## config.mk

```make
export PLATFORM = sky130hd
export DESIGN_NAME = tvsr_victim_pick
export DESIGN_NICKNAME = d
export VERILOG_FILES = /design/src/rtl/tvsr_pkg.sv /design/src/rtl/tvsr_victim_pick.sv
export SDC_FILE = /design/constraint.sdc
export NUM_CORES = 1
export LEC_CHECK = 0
export ABC_AREA = 1
export BUFFER_PORTS_ARGS = -buffer_cell sky130_fd_sc_hd__buf_2
export CAP_MARGIN = 20
export CORE_ASPECT_RATIO = 1.1
export CORE_MARGIN = 4
export CORE_UTILIZATION = 50
export DETAILED_ROUTE_END_ITERATION = 7
export PLACE_DENSITY = 0.78
export SYNTH_ARGS = -nofsm -noshare
export SYNTH_HDL_FRONTEND = slang
export SYNTH_SLANG_ARGS = --single-unit
export TNS_END_PERCENT = 50
```

## constraint.sdc

```tcl
create_clock -name vclk -period 7.2
set_input_delay 2.16 -clock vclk [all_inputs]
set_output_delay 2.16 -clock vclk [all_outputs]
set_load 0.03 [all_outputs]
```

## src/rtl/tvsr_pkg.sv

```systemverilog
// Shared types and constants for the TLB victim select and refill block.
// Used by every module of the block; depends on nothing.
package tvsr_pkg;

    localparam int TICK_BITS  = 32;
    localparam int ADDR_BITS  = 32;
    localparam int PAGE_BITS  = 25;
    localparam int FRAME_BITS = 8;

    localparam logic OP_LOOKUP = 1'b0;
    localparam logic OP_REFILL = 1'b1;

    localparam logic POLICY_LRU = 1'b0;
    localparam logic POLICY_NFU = 1'b1;

    localparam logic [TICK_BITS-1:0] REF_LIMIT = 32'd999_999_998;

    localparam int NUM_DIV      = 4;
    localparam int DIVISOR_BITS = 7;
    localparam int DIV_SHIFT    = 39;
    localparam int RECIP_BITS   = 34;
    localparam int QUO_BITS     = 26;

    function automatic logic [DIVISOR_BITS-1:0] tick_divisor(input logic [1:0] sel);
        logic [DIVISOR_BITS-1:0] d;
        case (sel)
            2'd0:    d = 7'd100;
            2'd1:    d = 7'd101;
            2'd2:    d = 7'd102;
            default: d = 7'd103;
        endcase
        return d;
    endfunction

endpackage

```

## src/rtl/tvsr_victim_pick.sv

```systemverilog
// Victim choice among the entries: the first invalid entry, or else the entry with the
// smallest key, lowest index on a tie. Depends on tvsr_pkg.
module tvsr_victim_pick #(
    parameter int ENTRIES = 4
) (
    input  logic [ENTRIES-1:0]             valid,
    input  logic [tvsr_pkg::TICK_BITS-1:0] key [ENTRIES],
    output logic [$clog2(ENTRIES)-1:0]     pick
);
    import tvsr_pkg::*;

    localparam int IDX_W = $clog2(ENTRIES);

    logic             any_free;
    logic [IDX_W-1:0] free_idx;
    logic [IDX_W-1:0] min_idx;
    logic [ENTRIES-1:0] is_min;

    always_comb
    begin
        for (int i = 0; i < ENTRIES; i++)
        begin
            is_min[i] = 1'b1;
            for (int j = 0; j < ENTRIES; j++)
            begin
                if (j < i && !(key[i] < key[j]))
                begin
                    is_min[i] = 1'b0;
                end
                if (j > i && key[j] < key[i])
                begin
                    is_min[i] = 1'b0;
                end
            end
        end
    end

    always_comb
    begin
        any_free = 1'b0;
        free_idx = '0;
        min_idx  = '0;
        for (int i = ENTRIES - 1; i >= 0; i--)
        begin
            if (!valid[i])
            begin
                any_free = 1'b1;
                free_idx = IDX_W'(i);
            end
            if (is_min[i])
            begin
                min_idx = IDX_W'(i);
            end
        end
    end

    assign pick = any_free ? free_idx : min_idx;

endmodule

```

==> results of run 1 <==
-- kinds of logic after synthesis --
| kind of cell | after synthesis |
|---|---|
| AND/OR/NAND/NOR | 264 |
| AO/OA/AOI/OAI | 121 |
| buffers and inverters | 136 |
| adder cells (fa/ha/maj) | 186 |
-- power groups by stage --
stage          Sequential [mW]  Combinational, mW  Clock [mW]
6_report                     0              0.304           0
5_1_grt                      0              0.355           0
4_1_cts                      0              0.304           0
3_5_place_dp                 0              0.303           0
3_3_place_gp                 0              0.289           0
2_1_floorplan                0              0.192           0
-- cells in the final DEF (no fill, tap or decap), types with 2 or more instances in the layout --
| master | instances |
|---|---|
| inv_2 | 2 |
| o21ai_0 | 22 |
| nor3_1 | 12 |
| nand4_1 | 15 |
| buf_2 | 134 |
| nor2_1 | 44 |
| o21a_1 | 5 |
| a21o_1 | 4 |
| nand2_1 | 167 |
| nand3_1 | 15 |
| a21oi_1 | 89 |
| nand2_2 | 3 |
| inv_1 | 134 |
| ha_1 | 186 |
-- metrics by stage --
stage | utilization (%) | power, mW | cells
6_report | 60.44 | 0.3035 | 955
5_1_grt | 60.44 | 0.3550 | 955
4_1_cts | 60.44 | 0.3045 | 955
3_5_place_dp | 60.44 | 0.3026 | 955
3_3_place_gp | 60.44 | 0.2893 | 955
2_1_floorplan | - | 0.1920 | 707
-- worst min path at each step --
stage	end	slack [ns]	depth (start not counted)
2_1_floorplan	pick[0]	4.54	2
3_3_place_gp	pick[0]	4.69	4
3_5_place_dp	pick[1]	4.71	4
4_1_cts	pick[1]	4.71	4
5_1_grt	pick[0]	4.75	4
6_report	pick[1]	4.71	4
-- routing by layer --
metal / share of wire (%) / routed length, um / GRT usage, %
met5: 0 / 0 / 0
met4: 1.1 / 130 / 2.537
met3: 6.6 / 810 / 1.290
met2: 47 / 5789 / 39.97
met1: 45 / 5569 / 29.92
-- final cells by class --
| class | instances | area share (%) |
|---|---|---|
| timing repair buffer | 134 | 12.44 |
| multi-input combinational | 571 | 75.44 |
| inverter | 136 | 9.471 |
| tap | 114 | 2.646 |
-- tightest hold or removal path, cell delays in order --
cell	delay [ns]
buf_2	0.11
nand3_1	0.07
nand2_1	0.04
buf_2	0.17
==> run metrics, run 1 <==
die area=approximately 11,000 um^2; largest net degree at the start of global routing=4; YS warnings=0; largest area contributor in the netlist=ha_1; post-synthesis adder-cell area fraction=between 50% and 60%; Setup WS post-layout=~1.2 ns; Worst setup startpoint=key[113]; Residual DRC=0; fillers=around 890; top-count cell post-synth=ha_1; mux cell area share after synthesis=0%; Synth Area in Simple Gates=about a quarter; total vias in the final route=between 4,000 and 5,000; Internal=~0.13 mW; number of max-cap violations=0; I/O Buffers=134; DRT Pass-1 Iters=4; Clock Buffer Count=0; total setup buffers inserted after CTS=0; Post-synth top cells=ha_1, nand2_1, inv_1; share of the yosys chip area belonging to registers=0%; WP depth=15; status=finished, final reports clean; Setup crit end kind=output port; post-route ant nets=0; Avg Inst Size Synth=roughly 6.5 um^2; slowest library cell on the worst path=ha_1; mapped cell area=roughly 4600 um^2; Post-CTS Resized=0; Clk network pwr share=0%; hold_buf cts=0; cell chain of the critical path=buf_2 > inv_1 > ha_1 > a21oi_1 > o21ai_0 > nand2_1 > nand3_1 > nand2_1 > nand2_1 > a21oi_1 > nand3_1 > nand2_1 > nand2_1 > nand2_1 > buf_2; WHS=around 4.7 ns; endpoints failing setup=0; Wirelength per Cell=~13 um; placed cell area=approximately 5400 um^2; first-pass GRT wire length=20,370 um; Compound-Gate Fraction of Synth Area=between 10% and 20%; Fmax=approximately 170 MHz; RSZ-0062 raised after global routing=no; ANT cells=0; Worst Tran Pin Value=between 0.3 and 0.4 ns; post-synth top area share=50.85%; Worst Hold Class=input pin to output port; critical path buffer and inverter count=3; # nets final=around 1,200; CP Data Arrival Time=3.87 ns; Switching Fraction=57.52%; Syn Nets=a little over 1,000; synth unique cells=22; largest cells by area after synthesis=ha_1, nand2_1, inv_1, a21oi_1, nor2_1; layout cells sized above 1=around 17%; Max stage delay on crit path=~0.27 ns; Area Growth Syn to Fin=17.77%; vias in the first global route=4,859; area of the multi-input gates=between 4000 and 5000 um^2; I/O pins=approximately 130; CP top delay family=simple AND/OR/NAND/NOR gates; Finished Cell Area=between 5000 and 6000 um^2; total negative slack=0 ns; combinational power share=100.0%; GRT Util Overall=between 20% and 30%; Power Density=around 56 nW/um^2; Post-DP HPWL=approximately 12,000 um; Die W=roughly 99 um; period utilization=83.79%; Vias per Instance=between 5 and 6; Sw Pwr=between 0.15 and 0.2 mW; CP Class=input pin to output port; Initial DRC Count=194; Max FO, Critical Path=3; worst slack at placement=1.178 ns; Max Slew Vio Count=0; RePlAce Congestion=approximately 0.9; xor and xnor fraction of the mapped netlist area=0%; Setup crit end=pick[0]; FF+latch count=0; Sequential Power Share=0%; LEAKAGE=around 3.5 nW; Chip Height=108.3 um; Initial Util=between 50 and 60%; initial antenna violation count=0; row cnt=36; worst vdd ir=0.02727 mV; Syn Inst Count=just over 700; Worst Setup Start Kind=input pin; flip-flop and latch area=0 um^2; cell repeated most along the worst path=nand2_1; origin of the worst min-delay path=valid[1]; combinational family with the most area after synthesis=adder cells; Rel. slew slack=between 70% and 80%; core area=about 8900 um^2; worst endpoint required time=5.04 ns; drt total wl=around 12,000 um; Final Hold Fails=0; Tmin final=about 6.0 ns; grt ovf=0
(Power assumes the default switching activity.)
==> inputs of run 2 (changes only) <==
==> constraint.sdc (replaced) <==
create_clock -name vclk -period 5.8
set_input_delay 1.74 -clock vclk [all_inputs]
set_output_delay 1.74 -clock vclk [all_outputs]
set_load 0.03 [all_outputs]
==> run 2 against run 1 <==
Against the previous run: flip-flop and latch count stayed put; total power grew 24%; wire length is 0.47% higher; non-clock buffer count did not move; core utilization stayed put; critical path type unchanged; critical endpoint unchanged; largest cell class unchanged; combinational power grew 24%; via count fell by 0.10%.
==> run metrics, run 2 (same netlist as run 1, synthesis figures left out) <==
status=finished, final reports clean (unchanged); Area Growth Syn to Fin=17.77% (unchanged); Final Hold Fails=0 (unchanged); worst vdd ir=0.03747 mV (was 0.02727 mV); CP Data Arrival Time=3.45 ns (was 3.87 ns); Clock Buffer Count=0 (unchanged); Worst Hold Class=input pin to output port (unchanged); number of max-cap violations=0 (unchanged); Chip Height=108.3 um (unchanged); die area=10,750 um^2 (unchanged); Worst Setup Start Kind=input pin (unchanged); CP Class=input pin to output port (unchanged); total negative slack=0 ns (unchanged); LEAKAGE=3.467 nW (unchanged); Power Density=70.06 nW/um^2 (was 56.31 nW/um^2); Switching Fraction=57.62% (was 57.52%); Sequential Power Share=0% (about the same); RePlAce Congestion=0.9030 (was 0.9029); grt ovf=0 (unchanged); Internal=0.1600 mW (was 0.1289 mW); # nets final=1,161 (unchanged); total setup buffers inserted after CTS=0 (unchanged); initial antenna violation count=0 (unchanged); Clk network pwr share=0% (about the same); first-pass GRT wire length=20,200 um (was 20,370 um); Max Slew Vio Count=0 (unchanged); I/O Buffers=134 (unchanged); total vias in the final route=4,891 (was 4,896); commonest non-fill, non-tap cell in the layout=ha_1 (unchanged); Residual DRC=0 (unchanged); area of the multi-input gates=4066 um^2 (unchanged); worst endpoint required time=4.06 ns (was 5.04 ns); fin cells=955 (unchanged); Tmin final=just over 5 ns; endpoints failing setup=0 (unchanged); Sw Pwr=0.2176 mW (was 0.1746 mW); combinational power share=100.0% (about the same); RSZ-0062 raised after global routing=no (unchanged); Die W=99.22 um (unchanged); row cnt=36 (unchanged); WHS=3.871 ns (was 4.709 ns); post-route ant nets=0 (unchanged); GRT Util Overall=22.00% (was 22.19%); Initial Util=51.32% (unchanged); vias in the first global route=4,749 (was 4,859); Setup WS post-layout=0.6100 ns (was 1.167 ns); worst slack at placement=0.6098 ns (was 1.178 ns); Worst Tran Pin Value=0.3251 ns (was 0.3099 ns); Rel. slew slack=78.10% (was 79.18%); Post-CTS Resized=0 (unchanged); most frequent cells in the layout=ha_1, nand2_1, inv_1, buf_2, a21oi_1 (unchanged); period utilization=89.48%; placed insts=955 (unchanged); FF+latch count=0 (unchanged); Initial DRC Count=230 (was 194); core area=8919 um^2 (unchanged); ANT cells=0 (unchanged); Vias per Instance=5.121 (was 5.127); DRT Pass-1 Iters=5 (was 4); I/O pins=134 (unchanged); Fmax=approximately 190 MHz; largest net degree at the start of global routing=4 (unchanged); hold_buf cts=0 (unchanged); fillers=892 (was 889); drt total wl=12,360 um (was 12,300 um); layout cells sized above 1=17.00% (unchanged); Max FO, Critical Path=3 (unchanged); Setup crit end kind=output port (unchanged); Util after Layout=60.44% (unchanged); flip-flop and latch area=0 um^2 (unchanged); Wirelength per Cell=12.94 um (was 12.88 um); Post-DP HPWL=11,630 um (was 11,590 um)
run 2: cell counts in the layout (fill, tap and decap cells not counted):
No cell type changed its count.
run 2: routing by layer:
layer,GRT usage (%),share of wire (%)
met5,0,0
met3,0.7742,4.1
met2,39.49,48
met4,1.854,0.64
met1,30.35,48
run 2: worst max-delay path: stages:
cell     delay (ns)
buf_2          0.09
inv_1          0.13
ha_1           0.27
a21oi_1        0.16
o21ai_0        0.10
nand2_1        0.10
nand3_1        0.12
nand2_1        0.08
nand2_1        0.06
a21oi_1        0.12
nand3_1        0.08
nand2_1        0.09
nand2_1        0.06
nand2_1        0.05
buf_2          0.19
run 2: power groups by stage:
stage,Clock [mW],Sequential [mW],Combinational (mW)
4_1_cts,0,0,0.379
3_5_place_dp,0,0,0.377
6_report,0,0,0.378
5_1_grt,0,0,0.440
2_1_floorplan,0,0,0.238
3_3_place_gp,0,0,0.359
run 2: through the flow:
step | power (mW) | area (um^2)
after detailed placement | 0.3767 | 5390
after global routing | 0.4399 | 5390
final | 0.3776 | 5390
after CTS | 0.3787 | 5390
after floorplan | 0.2384 | 4577
after global placement | 0.3591 | 5390
run 2: final cells by class:
cell class                      instances  area share, %
Inverter                              136          9.471
Timing Repair Buffer                  134          12.44
Tap cell                              114          2.646
Multi-Input combinational cell        571          75.44
run 2: final timing paths:
check	startpoint	to	slack [ns]	depth (start not counted)
hold / removal	valid[1]	pick[1]	3.87	4
setup / recovery	key[113]	pick[0]	0.61	15
